## src/hdl/icymd_pkg.sv

```systemverilog
// Shared types, codes and constants for the stream-title demultiplexer.
// Used by icymd_parser, icymd_result_fifo and icy_metadata_demux.
package icymd_pkg;

    // Result kinds
    localparam logic [1:0] KIND_AUDIO   = 2'd0;
    localparam logic [1:0] KIND_TITLE   = 2'd1;
    localparam logic [1:0] KIND_DONE    = 2'd2;
    localparam logic [1:0] KIND_ABANDON = 2'd3;

    localparam int STRIDE_W   = 24;
    localparam int META_W     = 12;
    localparam int MAX_RES    = 3;   // results one byte can cause
    localparam int FIFO_DEPTH = 4;
    localparam int PTR_W      = $clog2(FIFO_DEPTH);
    localparam int CNT_W      = $clog2(FIFO_DEPTH + 1);

    localparam logic [3:0] TAG_LAST = 4'd12;  // index of the closing quote of the tag

    localparam logic [7:0] CH_NUL   = 8'h00;
    localparam logic [7:0] CH_QUOTE = 8'h27;
    localparam logic [7:0] CH_SEMI  = 8'h3B;

    typedef enum logic [0:0] {
        PH_AUDIO,
        PH_META
    } phase_t;

    typedef enum logic [1:0] {
        SM_SEARCH,
        SM_TITLE,
        SM_DONE
    } search_t;

    typedef struct packed {
        logic [1:0] kind;
        logic [7:0] data_byte;
        logic       last;
    } res_t;

    // Results of one byte, in order, plus how many are used
    typedef struct packed {
        logic [1:0]             n;
        res_t [MAX_RES-1:0]     r;
    } res_bundle_t;

    // Characters of StreamTitle='
    function automatic logic [7:0] tag_char(input logic [3:0] pos);
        logic [7:0] c;
        case (pos)
            4'd0:    c = 8'h53; // S
            4'd1:    c = 8'h74; // t
            4'd2:    c = 8'h72; // r
            4'd3:    c = 8'h65; // e
            4'd4:    c = 8'h61; // a
            4'd5:    c = 8'h6D; // m
            4'd6:    c = 8'h54; // T
            4'd7:    c = 8'h69; // i
            4'd8:    c = 8'h74; // t
            4'd9:    c = 8'h6C; // l
            4'd10:   c = 8'h65; // e
            4'd11:   c = 8'h3D; // =
            4'd12:   c = 8'h27; // '
            default: c = 8'h00; // never matches a nonzero byte
        endcase
        return c;
    endfunction

endpackage

```

## src/hdl/icy_metadata_demux.sv

```systemverilog
// Top level of the stream-title demultiplexer: input register, parser, result queue.
// Depends on icymd_pkg, icymd_parser and icymd_result_fifo.
//
// Usage:
//   Byte channel (byte_valid / byte_stall / in_byte): one raw stream byte per transfer.
//   Result channel (res_valid / res_stall / kind, data_byte, last): one result per
//   transfer; a byte yields zero to three results, the final one flagged by last.
//   stride_we / stride_wdata write the metadata interval; write it only while idle.
//   A write restarts framing in the audio phase and drops any title in progress.
// Timing:
//   A transferred byte waits in the input register until the queue has room, is
//   parsed in that cycle, and its results are offered from the following cycle on.
//   One byte per cycle is sustained while results drain at one per cycle and no
//   byte yields more than one; the four-entry queue and single result port set that figure.
//   The input register advances only when the queue holds at most one entry,
//   so a byte that yields three results never overflows it.
// Reset: stride is zero (every byte passes as audio), queue empty, matcher clear.
// Stall: while res_stall is high the queue fills and byte_stall rises; nothing
//   is lost and the offered result holds steady.
module icy_metadata_demux (
    input  logic                            clk,
    input  logic                            rst_n,
    input  logic                            stride_we,
    input  logic [icymd_pkg::STRIDE_W-1:0]  stride_wdata,
    input  logic                            byte_valid,
    output logic                            byte_stall,
    input  logic [7:0]                      in_byte,
    output logic                            res_valid,
    input  logic                            res_stall,
    output logic [1:0]                      kind,
    output logic [7:0]                      data_byte,
    output logic                            last
);

    logic                   in_vld_reg, in_vld_next;
    logic [7:0]             in_byte_reg;
    logic                   go;
    logic                   room;
    logic                   pop;
    icymd_pkg::res_bundle_t results;
    icymd_pkg::res_t        head;

    // parse the held byte when the queue can take its worst case
    assign go          = in_vld_reg && room;
    assign byte_stall  = in_vld_reg && !room;
    assign in_vld_next = (byte_valid && !byte_stall) || (in_vld_reg && !go);

    always_ff @(posedge clk or negedge rst_n)
    begin
        if (!rst_n) begin
            in_vld_reg <= 1'b0;
        end else begin
            in_vld_reg <= in_vld_next;
        end
    end

    always_ff @(posedge clk)
    begin
        if (byte_valid && !byte_stall) begin
            in_byte_reg <= in_byte;
        end
    end

    icymd_parser u_parser (
        .clk          (clk),
        .rst_n        (rst_n),
        .stride_we    (stride_we),
        .stride_wdata (stride_wdata),
        .go           (go),
        .cur_byte     (in_byte_reg),
        .res          (results)
    );

    assign pop = res_valid && !res_stall;

    icymd_result_fifo u_fifo (
        .clk       (clk),
        .rst_n     (rst_n),
        .push      (results),
        .pop       (pop),
        .room      (room),
        .not_empty (res_valid),
        .head      (head)
    );

    assign kind      = head.kind;
    assign data_byte = head.data_byte;
    assign last      = head.last;

endmodule

```

## src/hdl/icymd_parser.sv

```systemverilog
// Framing counters, tag matcher and title extraction for one byte per cycle.
// Depends on icymd_pkg.
module icymd_parser (
    input  logic                            clk,
    input  logic                            rst_n,
    input  logic                            stride_we,
    input  logic [icymd_pkg::STRIDE_W-1:0]  stride_wdata,
    input  logic                            go,
    input  logic [7:0]                      cur_byte,
    output icymd_pkg::res_bundle_t          res
);

    logic [icymd_pkg::STRIDE_W-1:0] stride_reg, stride_next;
    logic [icymd_pkg::STRIDE_W-1:0] audio_left_reg, audio_left_next;
    logic [icymd_pkg::META_W-1:0]   meta_left_reg, meta_left_next;
    logic [3:0]                     match_pos_reg, match_pos_next;
    icymd_pkg::phase_t              phase_reg, phase_next;
    icymd_pkg::search_t             sm_reg, sm_next;
    logic                           quote_reg, quote_next;

    // matcher step, before end-of-block handling
    icymd_pkg::search_t             sm_after;
    logic [3:0]                     match_after;
    logic                           quote_after;
    logic [icymd_pkg::META_W-1:0]   meta_dec;
    logic                           meta_end;
    logic                           audio_pass;

    assign audio_pass = (stride_reg == '0) || (audio_left_reg != '0);
    assign meta_dec   = (meta_left_reg != '0) ? meta_left_reg - 1'b1 : meta_left_reg;
    assign meta_end   = (meta_dec == '0);

    always_comb
    begin
        sm_after    = sm_reg;
        match_after = match_pos_reg;
        quote_after = quote_reg;
        case (sm_reg)
            icymd_pkg::SM_SEARCH:
            begin
                if (cur_byte == icymd_pkg::CH_NUL) begin
                    sm_after = icymd_pkg::SM_DONE;
                end else if (cur_byte == icymd_pkg::tag_char(match_pos_reg)) begin
                    if (match_pos_reg == icymd_pkg::TAG_LAST) begin
                        sm_after    = icymd_pkg::SM_TITLE;
                        match_after = '0;
                        quote_after = 1'b0;
                    end else begin
                        match_after = match_pos_reg + 4'd1;
                    end
                end else begin
                    match_after = (cur_byte == icymd_pkg::tag_char(4'd0)) ? 4'd1 : 4'd0;
                end
            end
            icymd_pkg::SM_TITLE:
            begin
                if (quote_reg && cur_byte == icymd_pkg::CH_SEMI) begin
                    quote_after = 1'b0;
                    sm_after    = icymd_pkg::SM_DONE;
                end else begin
                    quote_after = 1'b0;
                    if (cur_byte == icymd_pkg::CH_NUL) begin
                        sm_after = icymd_pkg::SM_DONE;
                    end else if (cur_byte == icymd_pkg::CH_QUOTE) begin
                        quote_after = 1'b1;
                    end
                end
            end
            default:
            begin
                sm_after = sm_reg;
            end
        endcase
    end

    // next state
    always_comb
    begin
        stride_next     = stride_reg;
        audio_left_next = audio_left_reg;
        meta_left_next  = meta_left_reg;
        match_pos_next  = match_pos_reg;
        phase_next      = phase_reg;
        sm_next         = sm_reg;
        quote_next      = quote_reg;
        if (stride_we) begin
            stride_next     = stride_wdata;
            audio_left_next = stride_wdata;
            meta_left_next  = '0;
            phase_next      = icymd_pkg::PH_AUDIO;
            match_pos_next  = '0;
            sm_next         = icymd_pkg::SM_SEARCH;
            quote_next      = 1'b0;
        end else if (go) begin
            if (phase_reg == icymd_pkg::PH_AUDIO) begin
                if (audio_pass) begin
                    if (stride_reg != '0) begin
                        audio_left_next = audio_left_reg - 1'b1;
                    end
                end else if (cur_byte == icymd_pkg::CH_NUL) begin
                    audio_left_next = stride_reg;
                end else begin
                    meta_left_next = {cur_byte, 4'b0000};  // L * 16
                    phase_next     = icymd_pkg::PH_META;
                    match_pos_next = '0;
                    sm_next        = icymd_pkg::SM_SEARCH;
                    quote_next     = 1'b0;
                end
            end else begin
                meta_left_next = meta_dec;
                if (meta_end) begin
                    phase_next      = icymd_pkg::PH_AUDIO;
                    audio_left_next = stride_reg;
                    match_pos_next  = '0;
                    sm_next         = icymd_pkg::SM_SEARCH;
                    quote_next      = 1'b0;
                end else begin
                    match_pos_next = match_after;
                    sm_next        = sm_after;
                    quote_next     = quote_after;
                end
            end
        end
    end

    // results of this byte
    always_comb
    begin
        logic [1:0] n;
        n   = 2'd0;
        res = '0;
        if (go && !stride_we) begin
            if (phase_reg == icymd_pkg::PH_AUDIO) begin
                if (audio_pass) begin
                    res.r[n] = '{icymd_pkg::KIND_AUDIO, cur_byte, 1'b0};
                    n = n + 2'd1;
                end
            end else begin
                if (sm_reg == icymd_pkg::SM_TITLE) begin
                    if (quote_reg && cur_byte == icymd_pkg::CH_SEMI) begin
                        res.r[n] = '{icymd_pkg::KIND_DONE, 8'h00, 1'b0};
                        n = n + 2'd1;
                    end else begin
                        if (quote_reg) begin
                            res.r[n] = '{icymd_pkg::KIND_TITLE, icymd_pkg::CH_QUOTE, 1'b0};
                            n = n + 2'd1;
                        end
                        if (cur_byte == icymd_pkg::CH_NUL) begin
                            res.r[n] = '{icymd_pkg::KIND_ABANDON, 8'h00, 1'b0};
                            n = n + 2'd1;
                        end else if (cur_byte != icymd_pkg::CH_QUOTE) begin
                            res.r[n] = '{icymd_pkg::KIND_TITLE, cur_byte, 1'b0};
                            n = n + 2'd1;
                        end
                    end
                end
                // block ran out while inside a title
                if (meta_end && sm_after == icymd_pkg::SM_TITLE) begin
                    res.r[n] = '{icymd_pkg::KIND_ABANDON, 8'h00, 1'b0};
                    n = n + 2'd1;
                end
            end
        end
        if (n != 2'd0) begin
            res.r[n - 2'd1].last = 1'b1;
        end
        res.n = n;
    end

    always_ff @(posedge clk or negedge rst_n)
    begin
        if (!rst_n) begin
            stride_reg     <= '0;
            audio_left_reg <= '0;
            meta_left_reg  <= '0;
            match_pos_reg  <= '0;
            phase_reg      <= icymd_pkg::PH_AUDIO;
            sm_reg         <= icymd_pkg::SM_SEARCH;
            quote_reg      <= 1'b0;
        end else begin
            stride_reg     <= stride_next;
            audio_left_reg <= audio_left_next;
            meta_left_reg  <= meta_left_next;
            match_pos_reg  <= match_pos_next;
            phase_reg      <= phase_next;
            sm_reg         <= sm_next;
            quote_reg      <= quote_next;
        end
    end

endmodule

```

## src/hdl/icymd_result_fifo.sv

```systemverilog
// Result queue: takes up to three results a cycle, hands out one a cycle.
// Depends on icymd_pkg.
module icymd_result_fifo (
    input  logic                        clk,
    input  logic                        rst_n,
    input  icymd_pkg::res_bundle_t      push,
    input  logic                        pop,
    output logic                        room,
    output logic                        not_empty,
    output icymd_pkg::res_t             head
);

    icymd_pkg::res_t                mem_reg [icymd_pkg::FIFO_DEPTH];
    logic [icymd_pkg::PTR_W-1:0]    wr_ptr_reg, wr_ptr_next;
    logic [icymd_pkg::PTR_W-1:0]    rd_ptr_reg, rd_ptr_next;
    logic [icymd_pkg::CNT_W-1:0]    cnt_reg, cnt_next;

    // room for a worst-case byte regardless of the reader
    assign room      = (cnt_reg <= icymd_pkg::CNT_W'(icymd_pkg::FIFO_DEPTH - icymd_pkg::MAX_RES));
    assign not_empty = (cnt_reg != '0);
    assign head      = mem_reg[rd_ptr_reg];

    always_comb
    begin
        wr_ptr_next = wr_ptr_reg + icymd_pkg::PTR_W'(push.n);
        rd_ptr_next = rd_ptr_reg + icymd_pkg::PTR_W'(pop);
        cnt_next    = cnt_reg + icymd_pkg::CNT_W'(push.n) - icymd_pkg::CNT_W'(pop);
    end

    always_ff @(posedge clk)
    begin
        for (int i = 0; i < icymd_pkg::MAX_RES; i++) begin
            if (2'(i) < push.n) begin
                mem_reg[wr_ptr_reg + icymd_pkg::PTR_W'(i)] <= push.r[i];
            end
        end
    end

    always_ff @(posedge clk or negedge rst_n)
    begin
        if (!rst_n) begin
            wr_ptr_reg <= '0;
            rd_ptr_reg <= '0;
            cnt_reg    <= '0;
        end else begin
            wr_ptr_reg <= wr_ptr_next;
            rd_ptr_reg <= rd_ptr_next;
            cnt_reg    <= cnt_next;
        end
    end

    a_no_overflow: assert property (@(posedge clk) disable iff (!rst_n)
        (push.n != 2'd0) |-> room)
        else $error("result push without room");

    a_no_underflow: assert property (@(posedge clk) disable iff (!rst_n)
        pop |-> not_empty)
        else $error("result pop from empty queue");

    a_count_track: assert property (@(posedge clk) disable iff (!rst_n)
        1'b1 |=> (cnt_reg == $past(cnt_reg) + icymd_pkg::CNT_W'($past(push.n))
                             - icymd_pkg::CNT_W'($past(pop))))
        else $error("result count out of step with transfers");

    a_count_bound: assert property (@(posedge clk) disable iff (!rst_n)
        cnt_reg <= icymd_pkg::CNT_W'(icymd_pkg::FIFO_DEPTH))
        else $error("result count beyond depth");

endmodule

```

## config.mk

```make
export PLATFORM = sky130hd
export DESIGN_NAME = icy_metadata_demux
export DESIGN_NICKNAME = d
export VERILOG_FILES = /design/src/hdl/icymd_pkg.sv /design/src/hdl/icy_metadata_demux.sv /design/src/hdl/icymd_parser.sv /design/src/hdl/icymd_result_fifo.sv
export SDC_FILE = /design/constraint.sdc
export NUM_CORES = 1
export LEC_CHECK = 0
export BUFFER_PORTS_ARGS = -buffer_cell sky130_fd_sc_hd__buf_2
export CORE_ASPECT_RATIO = 1.75
export CORE_MARGIN = 2
export CORE_UTILIZATION = 60
export DETAILED_ROUTE_END_ITERATION = 6
export PLACE_DENSITY = 0.78
export RECOVER_POWER = 25
export SLEW_MARGIN = 20
export SYNTH_ARGS = -nofsm -noshare
export SYNTH_HDL_FRONTEND = slang
export SYNTH_SLANG_ARGS = --single-unit
```

## constraint.sdc

```tcl
create_clock -name clk -period 6.2 [get_ports clk]
set_input_delay 1.24 -clock clk [delete_from_list [all_inputs] [get_ports clk]]
set_output_delay 1.24 -clock clk [all_outputs]
set_load 0.05 [all_outputs]
```

# Word-level counts from Yosys, hierarchy flattened
# Memories as Yosys holds them, arrays and structs flattened.
# Index checks and enable logic that the tools add are counted.
op_classes:
  add_sub_neg: 12
  order_cmp: 10
  n_eq_ne: 18
  mux: 104
  bitwise: 6
  reduce_logical: 33
op_table:
  columns: ["operator", "count"]
  rows:
  - ["33-bit two-way mux", 8]
  - ["24-bit two-way mux", 7]
  - ["11-bit two-way mux", 8]
  - ["12-bit two-way mux", 6]
  - ["33-bit bitwise mux", 2]
  - ["11-bit demux with 2-bit select", 3]
  - ["27-bit NOT", 2]
  - ["2-bit two-way mux", 24]
  - ["24-bit nonzero test", 2]
  - ["22-bit two-way mux", 2]
  - ["4-bit two-way mux", 10]
  - ["1-bit two-way mux", 28]
  - ["27-bit AND", 1]
  - ["9-bit by 27-bit AND with 27-bit output", 1]
  - ["24-bit zero test", 1]
  - ["24-bit by 1-bit subtractor with 24-bit output (second input constant)", 1]
  - ["8-bit by 6-bit == test with 1-bit output (second input constant)", 2]
  - ["8-bit two-way mux", 2]
  - ["5-bit != test (second input constant)", 3]
  - ["12-bit zero test", 1]
  - ["12-bit nonzero test", 1]
  - ["12-bit by 1-bit subtractor with 12-bit output (second input constant)", 1]
  - ["1-bit logical AND", 11]
  - ["10-bit two-way mux", 1]
  - ["other kinds (38)", 55]
totals:
  reg_bits: 84
  mem_bits_rw: 44
  romBits: 112
  in_bits: 37
  out_inout_bits: 13
  wordCells: 197
  n_memories: 2
mem_list:
  columns: ["memory", "words", "word_bits", "read_ports", "rd_clocked_by_memory_dff", "write_ports", "line", "rtl"]
  rows:
  - ["(name not given)", 16, 7, 1, 0, 0, "icymd_pkg.sv:50", "case (pos)"]
  - ["u_fifo.mem_reg", 4, 11, 1, 0, 3, "icymd_result_fifo.sv:13", "icymd_pkg::res_t mem_reg [icymd_pkg::FIFO_DEPTH];"]

# Longest topological paths before layout
logic_depth:
  depth_word: 24
  mapped_depth: 20
  depth_no_buf: 17

# By module
# From an unflattened synthesis, not the netlist that was laid out.
unflattened:
  cells_unflattened: 912
  hier_area_um2: 8405.6
by_module_without_submodules:
  columns: ["module", "n_inst", "cells_per_inst", "area_per_inst_um2"]
  rows:
  - ["icymd_parser", 1, 596, 5138.7]
  - ["icymd_result_fifo", 1, 301, 2956.6]
  - ["icy_metadata_demux", 1, 15, 310.3]

# Worst setup path before layout
# No wires, ideal clock.
synth_path:
  path_type: "reg2reg"
  startpoint: "register u_parser.meta_left_reg[3] (netlist bit)"
  endpoint: "register u_fifo.cnt_reg[2] (netlist bit)"
  setup_time_ns: 0.080
  arrival_ns: 4.404
  t_required_ns: 6.120
  setup_slack_ns: 1.716
  stages_incl_launch_ff: 19
  period_less_slack_ns: 4.484
  path_cell_list: "dfrtp_1 > buf_2 > or4_1 > clkbuf_2 > o41a_1 > a2111oi_1 > o2111ai_1 > nor3_2 > and3_1 > o21a_1 > or2_1 > clkbuf_1 > inv_1 > ha_1 > inv_1 > ha_1 > fa_1 > xnor2_1 > xnor2_1"
synth_via:
  elab_chain_len: 9
  word_cells_on_any_way: 10
  cone_classes: "3 x add/sub; 4 x mux; 3 x reduce/logical"
synth_lines:
  columns: ["element", "line", "rtl"]
  rows:
  - ["start: declaration", "icymd_parser.sv:15", "logic [icymd_pkg::META_W-1:0] meta_left_reg, meta_left_next;"]
  - ["start signal: assignment", "icymd_parser.sv:183", "meta_left_reg <= meta_left_next;"]
  - ["12-bit by 1-bit subtractor with 12-bit output or 12-bit nonzero test (tied branches)", "icymd_parser.sv:30", "assign meta_dec = (meta_left_reg != '0) ? meta_left_reg - 1'b1 : meta_left_reg;"]
  - ["12-bit two-way mux *", "icymd_parser.sv:30", null]
  - ["12-bit zero test *", "icymd_parser.sv:31", "assign meta_end = (meta_dec == '0);"]
  - ["1-bit logical AND *", "icymd_parser.sv:158", "if (meta_end && sm_after == icymd_pkg::SM_TITLE) begin"]
  - ["2-bit two-way mux *", "icymd_parser.sv:158", null]
  - ["2-bit two-way mux *", "icymd_parser.sv:133", "if (phase_reg == icymd_pkg::PH_AUDIO) begin"]
  - ["2-bit two-way mux *", "icymd_parser.sv:132", "if (go && !stride_we) begin"]
  - ["3-bit by 2-bit adder with 3-bit output *", "icymd_result_fifo.sv:27", "cnt_next = cnt_reg + icymd_pkg::CNT_W'(push.n) - icymd_pkg::CNT_W'(pop);"]
  - ["3-bit by 1-bit subtractor with 3-bit output *", "icymd_result_fifo.sv:27", null]
  - ["named net u_fifo.cnt_next, one bit", "icymd_result_fifo.sv:16", "logic [icymd_pkg::CNT_W-1:0] cnt_reg, cnt_next;"]
  - ["end signal: assignment", "icymd_result_fifo.sv:48", "cnt_reg <= cnt_next;"]
  - ["end: declaration", "icymd_result_fifo.sv:16", null]
# Mark *: on every way through the listed nets, which the timed path passes. The rest lies on a longest branch.
# A chain may end at the register's enable or synchronous reset.

==> results.toml <==
[yosys]
ys_seq_elements = 128
syn_nets = 890
synth_ff_type = "dfrtp_1"
syn_area_um2 = 8130
synthTopCellsByArea = "dfrtp_1 (23%), edfxtp_1 (19%), mux2i_1 (4.8%), a21oi_1 (4.4%), o21ai_0 (3.3%)"
synth.distinct_cells = 72
yosys_warnings = 0
syn_avg_cell_area_um2 = 9.74
yosys.area.top_type = "dfrtp_1"
yosysMostFrequentCell = "dfrtp_1"
synth_seq_area_share_pct = 42.6
synth.top_cells.by_count = "dfrtp_1 (76), a21oi_1 (72), nor2_1 (64), nand2_1 (55), o21ai_0 (54)"
async_flop_share_pct = 59.4
synth_top_area_share_pct = 23.4
netlist_instances = 835
synth-edff-count = 52

[grt]
grt_max_degree = 78
grt_pass1_wl_um = 34300
antenna_found_initial = 0
grt_pass1_vias = 6852
grt.total_usage_pct = 30.6
grt.overflow.total = 0

[run_status]
violations = "capacitance limit, slew limit"
outcome = "finished with violations"

[placed_design]
routabilityCongestion = 0.961
postPlaceCellArea_um2 = 8460
dp_hpwl_um = 15300
port_buffers = 49

[critical_path]
cp-end-kind = "flip-flop"
worst_ep_arrival_time_ns = 5.30
start_kind = "flip-flop"
cp_max_fo = 11
required_ns = 6.23
crit_type = "reg2reg"

[power_and_ir_drop]
ir_drop_v = 0.000227
p_per_area_nw_per_um2 = 352
cellLeakagePower_uw = 0.00348

[flow_run]
cap_violations = 1

[cts]
clock_latency_ns = 0.42
cts_resized = 0
cts.reportedPaths.clkPinSlew_ns = 0.06
post_cts_buffers = 0
cts_tree = "yes"
cts_buffers = 17
cts.hold.buffers_added = 0
cts_buffer_depth = 2
cts.sinks = 128
clock-root-buffer = "clkbuf_16"
h-tree-depth = 4

[finish]
postLayoutCellArea_um2 = 9040
final_net_count = 914
area_growth_syn_to_layout_pct = 11.2
drive_gt1_share_pct = 16.7
num_antenna_cells = 0
largest_reg_flops = 44

[route]
avgViaCountPerCell = 6.50
drt-initial-drc-count = 569
ant_nets = 0
routedWlPerCell_um = 20.5
drc = 0
first_pass_iters = 5
vias = 6796
wl_um = 21400

[sta]
fin_skew_ns = 0.0131
tns_ns = 0
hold_viol_final = 0
fin_crit_sh_pct = 85.0
rsz0062_at_grt = "no"
maxSlewHeadroom_pct = -179
drv_slew = 77
clock.fmax_ghz = 0.190
fin_crit_ns = 5.27
hold_slack_ns = 0.517
finalSetupViolCount = 0
worst_slew_pin_slew_ns = 4.18

[floorplan]
num_io_pins = 50
die-area_um2 = 14500
die_y_um = 158
rows = 56
start_util_pct = 61.1
design.core.area_um2 = 13300
die_width_um = 92.0

[worst_hold_path]
hp-class = "reg2reg"
## logic make-up (layout without fill, tap and decap cells)
group / Yosys count / count (layout) / synth area share (%)
xor+xnor: 27 / 27 / 2.91
flops: 128 / 128 / 42.6
buf+inv: 86 / 123 / 4.36
simple gates: 267 / 267 / 17.5
compound gates: 233 / 233 / 18.2
mux: 76 / 76 / 11.6
fa+ha+maj: 18 / 18 / 2.86
## stage by stage
stage	utilization, %	power [uW]	setup slack (ns)	instances
6_report	67.9	3180	0.929	1046
5_1_grt	67.9	3320	0.589	1046
4_1_cts	67.9	3180	1.04	1046
3_5_place_dp	63.5	2190	1.16	1014
3_3_place_gp	63.5	2140	1.37	1014
2_1_floorplan	-	1920	1.72	835
## layout make-up
type	count	area, um^2
multi-input combinational	621	4350
fill	1043	4270
sequential	128	3460
clock buffer	19	443
timing repair buffer	58	312
tap	174	218
clock inverter	13	140
inverter	33	124
## layer usage
layer / track usage, % / part of all wire, %
met1: 30.9 / 34
met2: 58.5 / 56
met3: 4.85 / 4.7
met4: 17.8 / 5.2
met5: 0 / 0
## report_power, final
part	internal, uW	switching [uW]	leakage, uW
Sequential	1040	199	0.00142
Combinational	351	601	0.00178
Clock	601	387	0.000277
Total	1990	1190	0.00348
## worst paths after layout
kind                                                       start  slack [ns]  cells past startpoint                                    end
min                          u_parser.stride_reg[19]$_DFFE_PN0P_        0.52                      2    u_parser.stride_reg[19]$_DFFE_PN0P_
max                        u_parser.meta_left_reg[0]$_DFFE_PN0P_        0.93                     11     u_fifo.mem_reg[2][6]$_SDFFCE_PP0P_
max reg2reg                u_parser.meta_left_reg[0]$_DFFE_PN0P_        0.93                     11     u_fifo.mem_reg[2][6]$_SDFFCE_PP0P_
max in group asynchronous                                  rst_n        1.55                      1  u_parser.meta_left_reg[8]$_DFFE_PN0P_
min in group asynchronous                                  rst_n        2.27                      1            u_fifo.cnt_reg[1]$_DFF_PN0_
min reg2reg                  u_parser.stride_reg[19]$_DFFE_PN0P_        0.52                      2    u_parser.stride_reg[19]$_DFFE_PN0P_
## layout by cell type, fill, tap and decap left out, types with 19 or more instances in the layout
| cell type | n |
|---|---|
| dfrtp_1 | 76 |
| a21oi_1 | 72 |
| nor2_1 | 64 |
| nand2_1 | 55 |
| o21ai_0 | 54 |
| edfxtp_1 | 52 |
| buf_2 | 48 |
| mux2i_1 | 39 |
| inv_1 | 32 |
| nor3_1 | 24 |
| mux2_2 | 23 |
| xnor2_1 | 22 |
| nor4_1 | 19 |
## worst max-delay path: stages, from the launching register on
cell and delay (ns):
dfrtp_1 0.45, inv_1 0.13, ha_1 0.25, nor2b_1 0.42, nand4_1 0.46, a31oi_1 0.36
o2111ai_1 0.36, or2_1 0.38, o41a_1 0.60, nor2_4 0.33, o31ai_1 0.19, a21oi_1 0.94
Note: power is estimated with default switching activity, not from simulation.
